File: src/hdl/blfx_pkg.sv
package blfx_pkg;

  localparam int DEPTH  = 64;
  localparam int PTR_W  = $clog2(DEPTH);
  localparam int CNT_W  = 6;
  localparam int LVL_W  = 6;
  localparam int WIDE_W = ((PTR_W > CNT_W) ? PTR_W : CNT_W) + 1;

  localparam int QUEUE_DEPTH = 2;
  localparam int QPTR_W      = $clog2(QUEUE_DEPTH);

  localparam logic [7:0] CH_LF = 8'd10;
  localparam logic [7:0] CH_CR = 8'd13;

  localparam logic [2:0] OP_PUSH = 3'd0;
  localparam logic [2:0] OP_POP  = 3'd1;
  localparam logic [2:0] OP_DROP = 3'd2;
  localparam logic [2:0] OP_TAKE = 3'd3;
  localparam logic [2:0] OP_SKIP = 3'd4;

  typedef enum logic [2:0] {
    CMD_PUSH,
    CMD_POP,
    CMD_DROP,
    CMD_TAKE,
    CMD_SKIP,
    CMD_BAD
  } cmd_kind_t;

  typedef struct packed {
    cmd_kind_t         kind;
    logic [7:0]        data;
    logic [CNT_W-1:0]  count;
  } cmd_t;

  typedef struct packed {
    logic push;
    cmd_t cmd;
  } cmdq_wr_t;

  typedef struct packed {
    logic empty;
    logic full;
  } cmdq_stat_t;

  function automatic logic [PTR_W-1:0] ptr_inc(input logic [PTR_W-1:0] i);
    return (i == PTR_W'(DEPTH - 1)) ? '0 : i + 1'b1;
  endfunction

  // Bytes held between head (slot before oldest) and tail (newest).
  function automatic logic [PTR_W-1:0] fill(input logic [PTR_W-1:0] t,
                                            input logic [PTR_W-1:0] h);
    logic [PTR_W:0] s;
    s = {1'b0, t} + (PTR_W + 1)'(DEPTH) - {1'b0, h};
    if (t >= h) s = {1'b0, t} - {1'b0, h};
    return s[PTR_W-1:0];
  endfunction

  function automatic logic [LVL_W-1:0] lvl6(input logic [PTR_W-1:0] x);
    logic [WIDE_W-1:0] w;
    w = WIDE_W'(x);
    return w[LVL_W-1:0];
  endfunction

endpackage

File: src/hdl/byte_fifo_line_extractor.sv
// Circular byte FIFO with line extraction, DEPTH slots, DEPTH-1 bytes held.
// Command channel: drive opcode, data_byte and count with start high; the
// transaction is taken at a rising edge where start is high and busy is low.
// busy rises only when the two-entry command queue is full.
// Result channel: each result appears for exactly one cycle with strobe high
// on out_byte, has_byte, status, last and level; last marks the final result
// of a command. The receiver cannot stall, so results are never held back.
// With the back end idle, a single-result command is first written into the
// command queue and then answered through the registered strobe of the back
// end; the first byte of a pop run also passes the registered memory read.
// Push, drop and bad opcodes finish in S_IDLE; pop and take line output read
// each byte (S_POP_RD, registered memory read) and then emit it (S_POP_OUT);
// take line scans via S_SCAN_RD, S_SCAN_CHK and skip blank lines via
// S_SKIP_RD, S_SKIP_CHK per byte, as the storage has a single read port.
// Reset (rst, synchronous) empties the FIFO and the command queue; storage
// contents are not cleared and unwritten slots never reach the outputs.
module byte_fifo_line_extractor import blfx_pkg::*; (
  input  logic             clk,
  input  logic             rst,
  input  logic             start,
  output logic             busy,
  input  logic [2:0]       opcode,
  input  logic [7:0]       data_byte,
  input  logic [CNT_W-1:0] count,
  output logic             strobe,
  output logic [7:0]       out_byte,
  output logic             has_byte,
  output logic             status,
  output logic             last,
  output logic [LVL_W-1:0] level
);

  cmdq_wr_t   q_wr;
  cmdq_stat_t q_stat;
  cmd_t       q_cmd;
  logic       q_pop;

  // Front: decode the opcode and hand the command to the queue.
  blfx_front u_front (
    .start     (start),
    .opcode    (opcode),
    .data_byte (data_byte),
    .count     (count),
    .q_full    (q_stat.full),
    .busy      (busy),
    .q_wr      (q_wr)
  );

  // Queue: decouple command intake from execution.
  blfx_cmd_queue u_queue (
    .clk    (clk),
    .rst    (rst),
    .wr     (q_wr),
    .pop    (q_pop),
    .rd_cmd (q_cmd),
    .stat   (q_stat)
  );

  // Back: execute commands against the byte storage and emit results.
  blfx_back u_back (
    .clk      (clk),
    .rst      (rst),
    .q_valid  (~q_stat.empty),
    .cmd      (q_cmd),
    .q_pop    (q_pop),
    .strobe   (strobe),
    .out_byte (out_byte),
    .has_byte (has_byte),
    .status   (status),
    .last     (last),
    .level    (level)
  );

  // An accepted transaction is queued on the next cycle.
  a_accept_queued: assert property (@(posedge clk) disable iff (rst)
    start && !busy |=> !q_stat.empty)
    else $error("accepted command missing from queue");

  // A byte result never reports failure.
  a_byte_ok: assert property (@(posedge clk) disable iff (rst)
    strobe && has_byte |-> !status)
    else $error("byte result with failure status");

  // A result without a byte always closes its command.
  a_nobyte_last: assert property (@(posedge clk) disable iff (rst)
    strobe && !has_byte |-> last)
    else $error("byte-less result not marked last");

  // Inside a run, strobe drops between bytes before the next byte follows.
  a_run_cadence: assert property (@(posedge clk) disable iff (rst)
    strobe && has_byte && !last |=> !strobe ##1 (strobe && has_byte))
    else $error("byte run broken");

endmodule

File: src/hdl/blfx_front.sv
module blfx_front import blfx_pkg::*; (
  input  logic             start,
  input  logic [2:0]       opcode,
  input  logic [7:0]       data_byte,
  input  logic [CNT_W-1:0] count,
  input  logic             q_full,
  output logic             busy,
  output cmdq_wr_t         q_wr
);

  cmd_kind_t kind;

  always_comb begin
    unique case (opcode)
      OP_PUSH: kind = CMD_PUSH;
      OP_POP:  kind = CMD_POP;
      OP_DROP: kind = CMD_DROP;
      OP_TAKE: kind = CMD_TAKE;
      OP_SKIP: kind = CMD_SKIP;
      default: kind = CMD_BAD;
    endcase
  end

  assign busy          = q_full;
  assign q_wr.push     = start & ~q_full;
  assign q_wr.cmd.kind = kind;
  assign q_wr.cmd.data = data_byte;
  assign q_wr.cmd.count = count;

endmodule

File: src/hdl/blfx_cmd_queue.sv
module blfx_cmd_queue import blfx_pkg::*; (
  input  logic       clk,
  input  logic       rst,
  input  cmdq_wr_t   wr,
  input  logic       pop,
  output cmd_t       rd_cmd,
  output cmdq_stat_t stat
);

  cmd_t              entries [QUEUE_DEPTH];
  logic [QPTR_W-1:0] wr_ptr;
  logic [QPTR_W-1:0] rd_ptr;
  logic [QPTR_W:0]   used;
  logic              do_push;
  logic              do_pop;

  function automatic logic [QPTR_W-1:0] q_inc(input logic [QPTR_W-1:0] p);
    return (p == QPTR_W'(QUEUE_DEPTH - 1)) ? '0 : p + 1'b1;
  endfunction

  assign stat.empty = (used == '0);
  assign stat.full  = (used == (QPTR_W + 1)'(QUEUE_DEPTH));
  assign do_push    = wr.push & ~stat.full;
  assign do_pop     = pop & ~stat.empty;
  assign rd_cmd     = entries[rd_ptr];

  always_ff @(posedge clk) begin
    if (do_push) begin
      entries[wr_ptr] <= wr.cmd;
    end
  end

  always_ff @(posedge clk) begin
    if (rst) begin
      wr_ptr <= '0;
      rd_ptr <= '0;
      used   <= '0;
    end else begin
      if (do_push) wr_ptr <= q_inc(wr_ptr);
      if (do_pop) rd_ptr <= q_inc(rd_ptr);
      if (do_push && !do_pop) begin
        used <= used + 1'b1;
      end else if (do_pop && !do_push) begin
        used <= used - 1'b1;
      end
    end
  end

endmodule

File: src/hdl/blfx_back.sv
module blfx_back import blfx_pkg::*; (
  input  logic             clk,
  input  logic             rst,
  input  logic             q_valid,
  input  cmd_t             cmd,
  output logic             q_pop,
  output logic             strobe,
  output logic [7:0]       out_byte,
  output logic             has_byte,
  output logic             status,
  output logic             last,
  output logic [LVL_W-1:0] level
);

  typedef enum logic [2:0] {
    S_IDLE,
    S_POP_RD,
    S_POP_OUT,
    S_SCAN_RD,
    S_SCAN_CHK,
    S_SKIP_RD,
    S_SKIP_CHK
  } state_t;

  state_t           state;
  logic [7:0]       storage [DEPTH];
  logic [7:0]       rd_data;
  logic [PTR_W-1:0] rd_addr;
  logic [PTR_W-1:0] head;
  logic [PTR_W-1:0] tail;
  logic [PTR_W-1:0] scan_addr;
  logic [CNT_W-1:0] rem;
  logic [CNT_W-1:0] idx;
  logic [CNT_W-1:0] lim;

  logic [PTR_W-1:0]  head_inc;
  logic [PTR_W-1:0]  tail_inc;
  logic [PTR_W-1:0]  lvl;
  logic [PTR_W-1:0]  lvl_adv;
  logic [PTR_W-1:0]  lvl_push;
  logic              full;
  logic              too_few;
  logic [WIDE_W-1:0] drop_sum;
  logic [PTR_W-1:0]  drop_head;
  logic [CNT_W-1:0]  take_lim;
  logic [WIDE_W-1:0] lvl_wide;
  logic              wr_en;
  logic              is_eol;

  assign head_inc = ptr_inc(head);
  assign tail_inc = ptr_inc(tail);
  assign lvl      = fill(tail, head);
  assign lvl_adv  = fill(tail, head_inc);
  assign lvl_push = fill(tail_inc, head);
  assign full     = (tail_inc == head);
  assign lvl_wide = WIDE_W'(lvl);
  assign too_few  = (WIDE_W'(cmd.count) > lvl_wide);
  assign take_lim = too_few ? lvl_wide[CNT_W-1:0] : cmd.count;
  assign is_eol   = (rd_data == CH_LF) || (rd_data == CH_CR);
  assign q_pop    = (state == S_IDLE) && q_valid;
  assign wr_en    = q_pop && (cmd.kind == CMD_PUSH) && !full;

  // Only used when the drop succeeds, so the sum stays below twice DEPTH.
  always_comb begin
    drop_sum = WIDE_W'(head) + WIDE_W'(cmd.count);
    if (drop_sum >= WIDE_W'(DEPTH)) drop_sum = drop_sum - WIDE_W'(DEPTH);
    drop_head = drop_sum[PTR_W-1:0];
  end

  assign rd_addr = (state == S_SCAN_RD) ? scan_addr : head_inc;

  always_ff @(posedge clk) begin
    if (wr_en) begin
      storage[tail_inc] <= cmd.data;
    end
    rd_data <= storage[rd_addr];
  end

  always_ff @(posedge clk) begin
    if (rst) begin
      state  <= S_IDLE;
      head   <= '0;
      tail   <= '0;
      strobe <= 1'b0;
    end else begin
      strobe   <= 1'b0;
      out_byte <= '0;
      has_byte <= 1'b0;
      status   <= 1'b0;
      last     <= 1'b1;
      level    <= lvl6(lvl);
      unique case (state)
        S_IDLE: begin
          if (q_valid) begin
            unique case (cmd.kind)
              CMD_PUSH: begin
                strobe <= 1'b1;
                if (full) begin
                  status <= 1'b1;
                end else begin
                  tail  <= tail_inc;
                  level <= lvl6(lvl_push);
                end
              end
              CMD_POP: begin
                if (take_lim == '0) begin
                  strobe <= 1'b1;
                  status <= (cmd.count != '0);
                end else begin
                  rem   <= take_lim;
                  state <= S_POP_RD;
                end
              end
              CMD_DROP: begin
                strobe <= 1'b1;
                if (too_few) begin
                  status <= 1'b1;
                end else begin
                  head  <= drop_head;
                  level <= lvl6(fill(tail, drop_head));
                end
              end
              CMD_TAKE: begin
                if (take_lim == '0) begin
                  strobe <= 1'b1;
                  status <= 1'b1;
                end else begin
                  lim       <= take_lim;
                  idx       <= '0;
                  scan_addr <= head_inc;
                  state     <= S_SCAN_RD;
                end
              end
              CMD_SKIP: begin
                if (lvl == '0) begin
                  strobe <= 1'b1;
                end else begin
                  state <= S_SKIP_RD;
                end
              end
              default: begin
                strobe <= 1'b1;
                status <= 1'b1;
              end
            endcase
          end
        end
        S_POP_RD: begin
          state <= S_POP_OUT;
        end
        S_POP_OUT: begin
          strobe   <= 1'b1;
          out_byte <= rd_data;
          has_byte <= 1'b1;
          last     <= (rem == CNT_W'(1));
          level    <= lvl6(lvl_adv);
          head     <= head_inc;
          rem      <= rem - 1'b1;
          state    <= (rem == CNT_W'(1)) ? S_IDLE : S_POP_RD;
        end
        S_SCAN_RD: begin
          state <= S_SCAN_CHK;
        end
        S_SCAN_CHK: begin
          if (rd_data == CH_LF) begin
            rem   <= idx + 1'b1;
            state <= S_POP_RD;
          end else if (CNT_W'(idx + 1'b1) == lim) begin
            strobe <= 1'b1;
            status <= 1'b1;
            state  <= S_IDLE;
          end else begin
            idx       <= idx + 1'b1;
            scan_addr <= ptr_inc(scan_addr);
            state     <= S_SCAN_RD;
          end
        end
        S_SKIP_RD: begin
          state <= S_SKIP_CHK;
        end
        S_SKIP_CHK: begin
          if (is_eol) begin
            head <= head_inc;
            if (lvl_adv == '0) begin
              strobe <= 1'b1;
              level  <= '0;
              state  <= S_IDLE;
            end else begin
              state <= S_SKIP_RD;
            end
          end else begin
            strobe <= 1'b1;
            state  <= S_IDLE;
          end
        end
        default: begin
          state <= S_IDLE;
        end
      endcase
    end
  end

endmodule
File: config.mk
export PLATFORM = sky130hd
export DESIGN_NAME = byte_fifo_line_extractor
export DESIGN_NICKNAME = d
export VERILOG_FILES = /design/src/hdl/blfx_pkg.sv /design/src/hdl/byte_fifo_line_extractor.sv /design/src/hdl/blfx_front.sv /design/src/hdl/blfx_cmd_queue.sv /design/src/hdl/blfx_back.sv
export SDC_FILE = /design/constraint.sdc
export NUM_CORES = 1
export LEC_CHECK = 0
export ABC_AREA = 1
export BUFFER_PORTS_ARGS = -buffer_cell sky130_fd_sc_hd__buf_2
export CORE_MARGIN = 3
export CORE_UTILIZATION = 25
export CTS_BUF_LIST = sky130_fd_sc_hd__clkbuf_8
export DETAILED_ROUTE_END_ITERATION = 8
export GPL_TIMING_DRIVEN = 1
export PLACE_DENSITY_LB_ADDON = 0.08
export SLEW_MARGIN = 30
export SYNTH_ARGS = -nofsm -noshare
export SYNTH_HDL_FRONTEND = slang
export SYNTH_HIERARCHICAL = 1
export SYNTH_SLANG_ARGS = --single-unit
File: constraint.sdc
create_clock -name clk -period 4.6 [get_ports clk]
set_input_delay 0.92 -clock clk [delete_from_list [all_inputs] [get_ports clk]]
set_output_delay 0.92 -clock clk [all_outputs]
set_load 0.01 [all_outputs]
Word-level counts from Yosys, hierarchy flattened
Memories as Yosys holds them, arrays and structs flattened. A register that Yosys moved wholly into a read port is not among the register bits.
Cells that the tools add are included.

storage, ports and cells
  latch bits = 0
  bits in registers = 61
  input bits = 20
  output and inout bits = 19
  bits in read-only memories = 0
  memory bits (writable) = 546
  memories = 2

memory list
  name             words  bits a word  rd ports  clocked after memory_dff  write ports  line                  text
  u_back.storage   64     8            1         1                         1            blfx_back.sv:26       logic [7:0] storage [DEPTH];
  u_queue.entries  2      17           1         1                         1            blfx_cmd_queue.sv:10  cmd_t entries [QUEUE_DEPTH];

cells by class
  muxes and demuxes = 77
  $lt $le $gt $ge = 6
  equality and inequality tests = 37
  shift operators = 0
  reduce and logical (&&, ||, !) cells = 28
  divide/modulo/power cells = 0
  bitwise logic cells = 8
  multipliers = 0
  add/subtract/negate cells = 21

operator list
  operator                                              number
  two-way mux 6 bit                                     33
  one-hot mux 6 bit (3 select lines)                    3
  subtractor 6 bit                                      8
  adder 6 x 1 -> 6 bit (second input constant)          6
  one-hot mux 6 bit (2 select lines)                    3
  >= comparator 6 bit                                   4
  two-way mux 1 bit                                     21
  two-way mux 3 bit                                     7
  one-hot mux 3 bit (7 select lines)                    1
  equality test 3 x 2 -> 1 bit (second input constant)  6
  equality test 6 bit (second input constant)           3
  logical NOT 6 bit                                     3
  equality test 8 x 4 -> 1 bit (second input constant)  2
  != test 2 bit (second input constant)                 8
  equality test 3 bit (second input constant)           5
  one-hot mux 3 bit (5 select lines)                    1
  AND reduction 5 bit                                   3
  equality test 6 bit                                   2
  subtractor 6 x 1 -> 6 bit (second input constant)     2
  equality test 3 x 1 -> 1 bit (second input constant)  3
  logical NOT 3 bit                                     3
  != test 3 bit (second input constant)                 3
  one-hot mux 3 bit (3 select lines)                    1
  adder 6 x 6 -> 7 bit                                  1
  other kinds (26)                                      45

Depth between registers and ports, before layout
  word-level depth = 10
  depth in mapped cells = 24
  gate-level depth less buffers = 23

By module
Netlist, hierarchy kept.

by module, submodules not included
  module                    area each (um2)  seq. area each (um2)  instances  cells an instance
  blfx_back                 25,146.6         17,086.4              1          2,121
  blfx_cmd_queue            1,534.0          1,121.1               1          90
  blfx_front                142.6            0.0                   1          23
  byte_fifo_line_extractor  3.8              0.0                   1          1

Worst setup path before layout
OpenSTA, ideal clock, no wires.

  path kind = reg2reg
  start = register u_back.head[2]
  end = register u_back.lim[0] (enable)
  clock period less this slack = 3.827 ns
  buffers on the path = 2
  cell stages (with the launch flop) = 22
  slack = 0.773 ns
  data arrival time = 3.441 ns
  required time = 4.214 ns
  cell sequence = dfxtp_1 buf_4 inv_1 ha_1 a21oi_1 nand2_1 nand2_1 nand2_1 a21oi_1 xor2_1 ha_1 nand3_1 nor2_1 nor2_1 nand2_2 nand2_2 buf_6 nand2_1 o21ai_2 nor2_1 and2_1 nor4_1

between the ends
  longest elaborated chain between the ends = 7
  elaborated cells on any way between the ends = 9
  those cells by class = 2 x add/sub; 2 x order compare; 2 x mux; 1 x bitwise; 2 x reduce/logical

RTL lines
  element                                         line              text
  start: declaration                              blfx_back.sv:29   logic [PTR_W-1:0] head;
  start signal: assignment                        blfx_back.sv:119  head <= drop_head;
  start signal: assignment                        blfx_back.sv:157  head <= head_inc;
  start signal: assignment                        blfx_back.sv:183  head <= head_inc;
  subtractor 6 bit, or another cell as far along  blfx_pkg.sv:54    s = {1'b0, t} + (PTR_W + 1)'(DEPTH) - {1'b0, h};
  two-way mux 6 bit (*)                           blfx_pkg.sv:55    if (t >= h) s = {1'b0, t} - {1'b0, h};
  > comparator 6 bit                              blfx_back.sv:57   assign too_few = (WIDE_W'(cmd.count) > lvl_wide);
  two-way mux 6 bit (*)                           blfx_back.sv:58   assign take_lim = too_few ? lvl_wide[CNT_W-1:0] : cmd.count;
  named net u_back.take_lim[0]                    blfx_back.sv:45   logic [CNT_W-1:0] take_lim;
  logical NOT 6 bit (*)                           blfx_back.sv:124  if (take_lim == '0) begin
  inverter 1 bit (no source line) (*)             --
  AND reduction 5 bit (no source line) (*)        --
  end signal: assignment                          blfx_back.sv:128  lim <= take_lim;
  end: declaration                                blfx_back.sv:34   logic [CNT_W-1:0] lim;

The timed path passes the listed nets; every way through them passes the cells marked *.
A chain may end at the register's enable or synchronous reset.

Final worst setup path
  start = register u_back.head[2]
  end = register u_back.scan_addr[2] (enable)

between the ends
  longest elaborated chain between the ends = 7
  elaborated cells on any way between the ends = 9
  those cells by class = 2 x add/sub; 2 x order compare; 1 x eq/ne; 2 x mux; 2 x reduce/logical

RTL lines
  element                                         line              text
  subtractor 6 bit, or another cell as far along  blfx_pkg.sv:54
  two-way mux 6 bit (*)                           blfx_pkg.sv:55
  > comparator 6 bit                              blfx_back.sv:57
  two-way mux 6 bit (*)                           blfx_back.sv:58
  named net u_back.take_lim[1]                    blfx_back.sv:45
  logical NOT 6 bit (*)                           blfx_back.sv:124
  != test 2 bit (no source line) (*)              --
  AND reduction 7 bit (no source line) (*)        --
  end signal: assignment                          blfx_back.sv:130  scan_addr <= head_inc;
  end signal: assignment                          blfx_back.sv:174  scan_addr <= ptr_inc(scan_addr);
  end: declaration                                blfx_back.sv:31   logic [PTR_W-1:0] scan_addr;

Marked as above.

==> flow_summary.yaml <==
drt:
  drt-initial-drc-count: 1213
  totalWireLength_mm: 85.4
  wl_per_cell_um: 22.2
  m1WireLength_mm: 40.5
  vias: 17996
  top_layer: "met4"
  dr.pass1.iters: 5
  route.met2.wl_mm: 39.5
  viasPerCell: 4.69
  wl_met3_mm: 3.30
  ant_nets: 0
  drcViolationCount: 0
worst_setup_path:
  cp_max_fo: 13
  required_ns: 4.98
  critPathKind: "reg2reg"
  endpoint_kind: "flip-flop"
  worstSetupStartpointType: "flip-flop"
  r2r_start: "u_back/head[2]"
  reg2reg_depth: 21
  crit_arrival_ns: 4.58
  r2r-end: "u_back/scan_addr[2]"
  crit_path_end: "u_back/scan_addr[2]"
  rrSetupSlack_ns: 0.40
  startpoint: "u_back/head[2]"
floorplan:
  initial_utilization_pct: 25.3
  core.rowCount: 119
  die_h_um: 334
  core-area_mm2: 0.106
  die_area_mm2: 0.111
  io_pins: 39
  die_x_um: 334
power_and_ir_drop:
  pwr-share-comb_pct: 31.4
  switching_power_w: 0.00666
  power_frac_clock_pct: 27.9
  p_int_w: 0.0112
  pwr-share-seq_pct: 40.7
  ir_drop_uv: 341
  powerDensity_mw_per_mm2: 574
  swShare_pct: 37.4
  leakagePower_nw: 10.5
synth:
  synth-seq-cells: 616
  syn_area_per_cell_um2: 12.0
  yosysMostFrequentCell: "edfxtp_1"
  synth_commonest_cells: "edfxtp_1 (587), nor2_1 (404), o21ai_0 (270), nand2_1 (145), inv_1 (112)"
  synth_area_mm2: 0.0268
  syn_nets: 2297
  synth_edf_count: 587
  synth_area_leaders: "edfxtp_1 (66%), nor2_1 (5.7%), o21ai_0 (5.0%), o211ai_1 (2.3%), dfxtp_1 (2.2%)"
  syn_inst: 2235
  yosysWarnings: 6
  ys.flop_type: "edfxtp_1"
  ys_seq_area_share_pct: 67.9
  synth_top_cell_area_share_pct: 65.7
  async_reset_ff_share_pct: 0
  yosys.area.top_type: "edfxtp_1"
  ys_types: 51
final_layout:
  fillCellCount: 10822
  area_growth_pct: 15.7
  multi_input_area_mm2: 0.00745
  design_area_mm2: 0.0310
  drive_gt1_share_pct: 13.9
  final-seq-area_mm2: 0.0182
  nets: 2416
  fin_util_pct: 29.3
sta:
  period_needed_ns: 4.20
  rsz0062_at_grt: "false"
  tns_ns: 0
  worstMarginPinSlew_ns: 0.961
  fmax_mhz: 238
  relSlewSlack_pct: 35.9
  finalSetupViolCount: 0
  finalMaxSlewViolations: 0
  min_period_over_period_pct: 91.3
  fin_ws_ns: 0.400
  skew_ns: 0.0708
  hold_violations: 0
clock_network:
  cts_buffers: 111
  clk_latency_ns: 0.78
  post_cts_buffers: 0
  clk_pin_slew_worst_paths_ns: 0.06
  cts_hold_buf: 0
  cts_root_buf: "clkbuf_8"
  cts.sinks: 616
  clockBufferDepth: 3
  tritoncts: "yes"
  htreeDepth: 3
  ctsResizeCount: 0
place:
  place_area_mm2: 0.0289
  place_congestion: 0.817
  place.port_buffers: 38
  hpwl_mm: 51.4
  dp_slack_ns: 0.451
global_route:
  grt_max_degree: 122
  overflow: 0
  track_usage_pct: 15.1
  antenna_found_initial: 3
  grt_pass1_wl_mm: 126
  grt_pass1_vias: 18285
flow_run:
  cap_violations: 0
hold_path:
  hold_path.class: "in2reg"
outcome:
  outcome: "finished, final reports clean"
flip-flops by register name (all words and copies together) (netlist names), 8 cells and up, named ones only:
signal	cells
u_back/storage	512
u_queue/entries	34
u_back/out_byte	8
u_back/rd_data	8
power groups by stage:
stage / logic (W) / registers, W / clock network (W)
after floorplan: 0.00348 / 0.00733 / 0
after CTS: 0.00572 / 0.00726 / 0.00518
after detailed placement: 0.00571 / 0.00737 / 0
after global placement: 0.00573 / 0.00737 / 0
final: 0.00560 / 0.00725 / 0.00497
after global routing: 0.00624 / 0.00727 / 0.00540
worst min path at each step:
| stage | cells past startpoint | to | start |
|---|---|---|---|
| after floorplan | 2 | u_queue/wr_ptr | u_queue/wr_ptr |
| final | 1 | u_queue/entries[1][2] | count[2] |
| after detailed placement | 2 | u_queue/wr_ptr | u_queue/wr_ptr |
| after global placement | 2 | u_queue/wr_ptr | u_queue/wr_ptr |
| after CTS | 1 | u_queue/entries[1][2] | count[2] |
| after global routing | 1 | u_queue/entries[0][2] | count[2] |
cell usage in the layout (no fill, tap or decap), types with 4 or more instances in the layout:
cell       instances
a211oi_1           6
a21oi_1           40
a31oi_1            5
buf_12             9
buf_2             38
buf_4             92
bufinv_16          5
clkbuf_8         111
clkinv_1          30
clkinv_2          19
dfxtp_1           29
diode_2            4
edfxtp_1         587
fa_1               5
ha_1              37
inv_1            145
inv_2             10
mux2_2             7
mux2_4            10
nand2_1          145
nand2_2            6
nand3_1          111
nand4_1            9
nor2_1           404
nor3_1            11
nor4_1             5
o211ai_1          83
o21ai_0          270
o21ai_1           22
o21ai_2            7
o21ai_4            4
o221ai_1          51
o22ai_1           69
xnor2_1           11
xor2_1            19
critical path, cell delays in order, from the launching register on:
cell     delay [ns]
dfxtp_1        0.33
inv_1          0.07
ha_1           0.37
a21oi_1        0.22
nand2_1        0.07
nand2_1        0.08
nand2_1        0.05
a21oi_1        0.15
xor2_1         0.42
ha_1           0.34
nand3_1        0.13
nor2_1         0.06
nor2_1         0.13
nand2_2        0.11
nand2_2        0.20
nand2_1        0.09
o21ai_1        0.19
nor2_1         0.10
and2_1         0.20
nand2_1        0.07
nand3_1        0.06
inv_1          0.40
cells by family (layout without fill, tap and decap cells):
kind of cell / count (synthesis) / after routing / synth area share [%]
compound gates: 565 / 565 / 12.8
buf+inv: 257 / 467 / 4.44
fa+ha+maj: 42 / 42 / 2.10
mux: 17 / 17 / 0.854
other cells: 0 / 4 / 0
xor+xnor: 31 / 31 / 1.04
simple gates: 707 / 707 / 10.9
flops: 616 / 616 / 67.9
metrics by stage:
stage	instances	hold slack (ns)	power [W]
floorplan	2235	0.474	0.0108
global placement	3631	0.497	0.0131
detailed placement	3631	0.503	0.0131
CTS	3835	0.273	0.0182
global route	3839	0.288	0.0189
finish	3840	0.377	0.0178
cell type report:
type	instances	share of cell area (%)
antenna	4	0.0323
clock buffer	111	4.92
clock inverter	93	1.83
inverter	124	1.51
multi-input combinational	1362	24.0
sequential	616	58.7
tap	1391	5.61
timing repair buffer	139	3.42
metal layers:
metal | GRT usage, % | vias to the layer above
li1 | - | 8459
met1 | 21.2 | 9010
met2 | 24.1 | 383
met3 | 2.46 | 144
met4 | 4.36 | 0
met5 | 0 | -
Note: power is estimated with default switching activity, not from simulation.
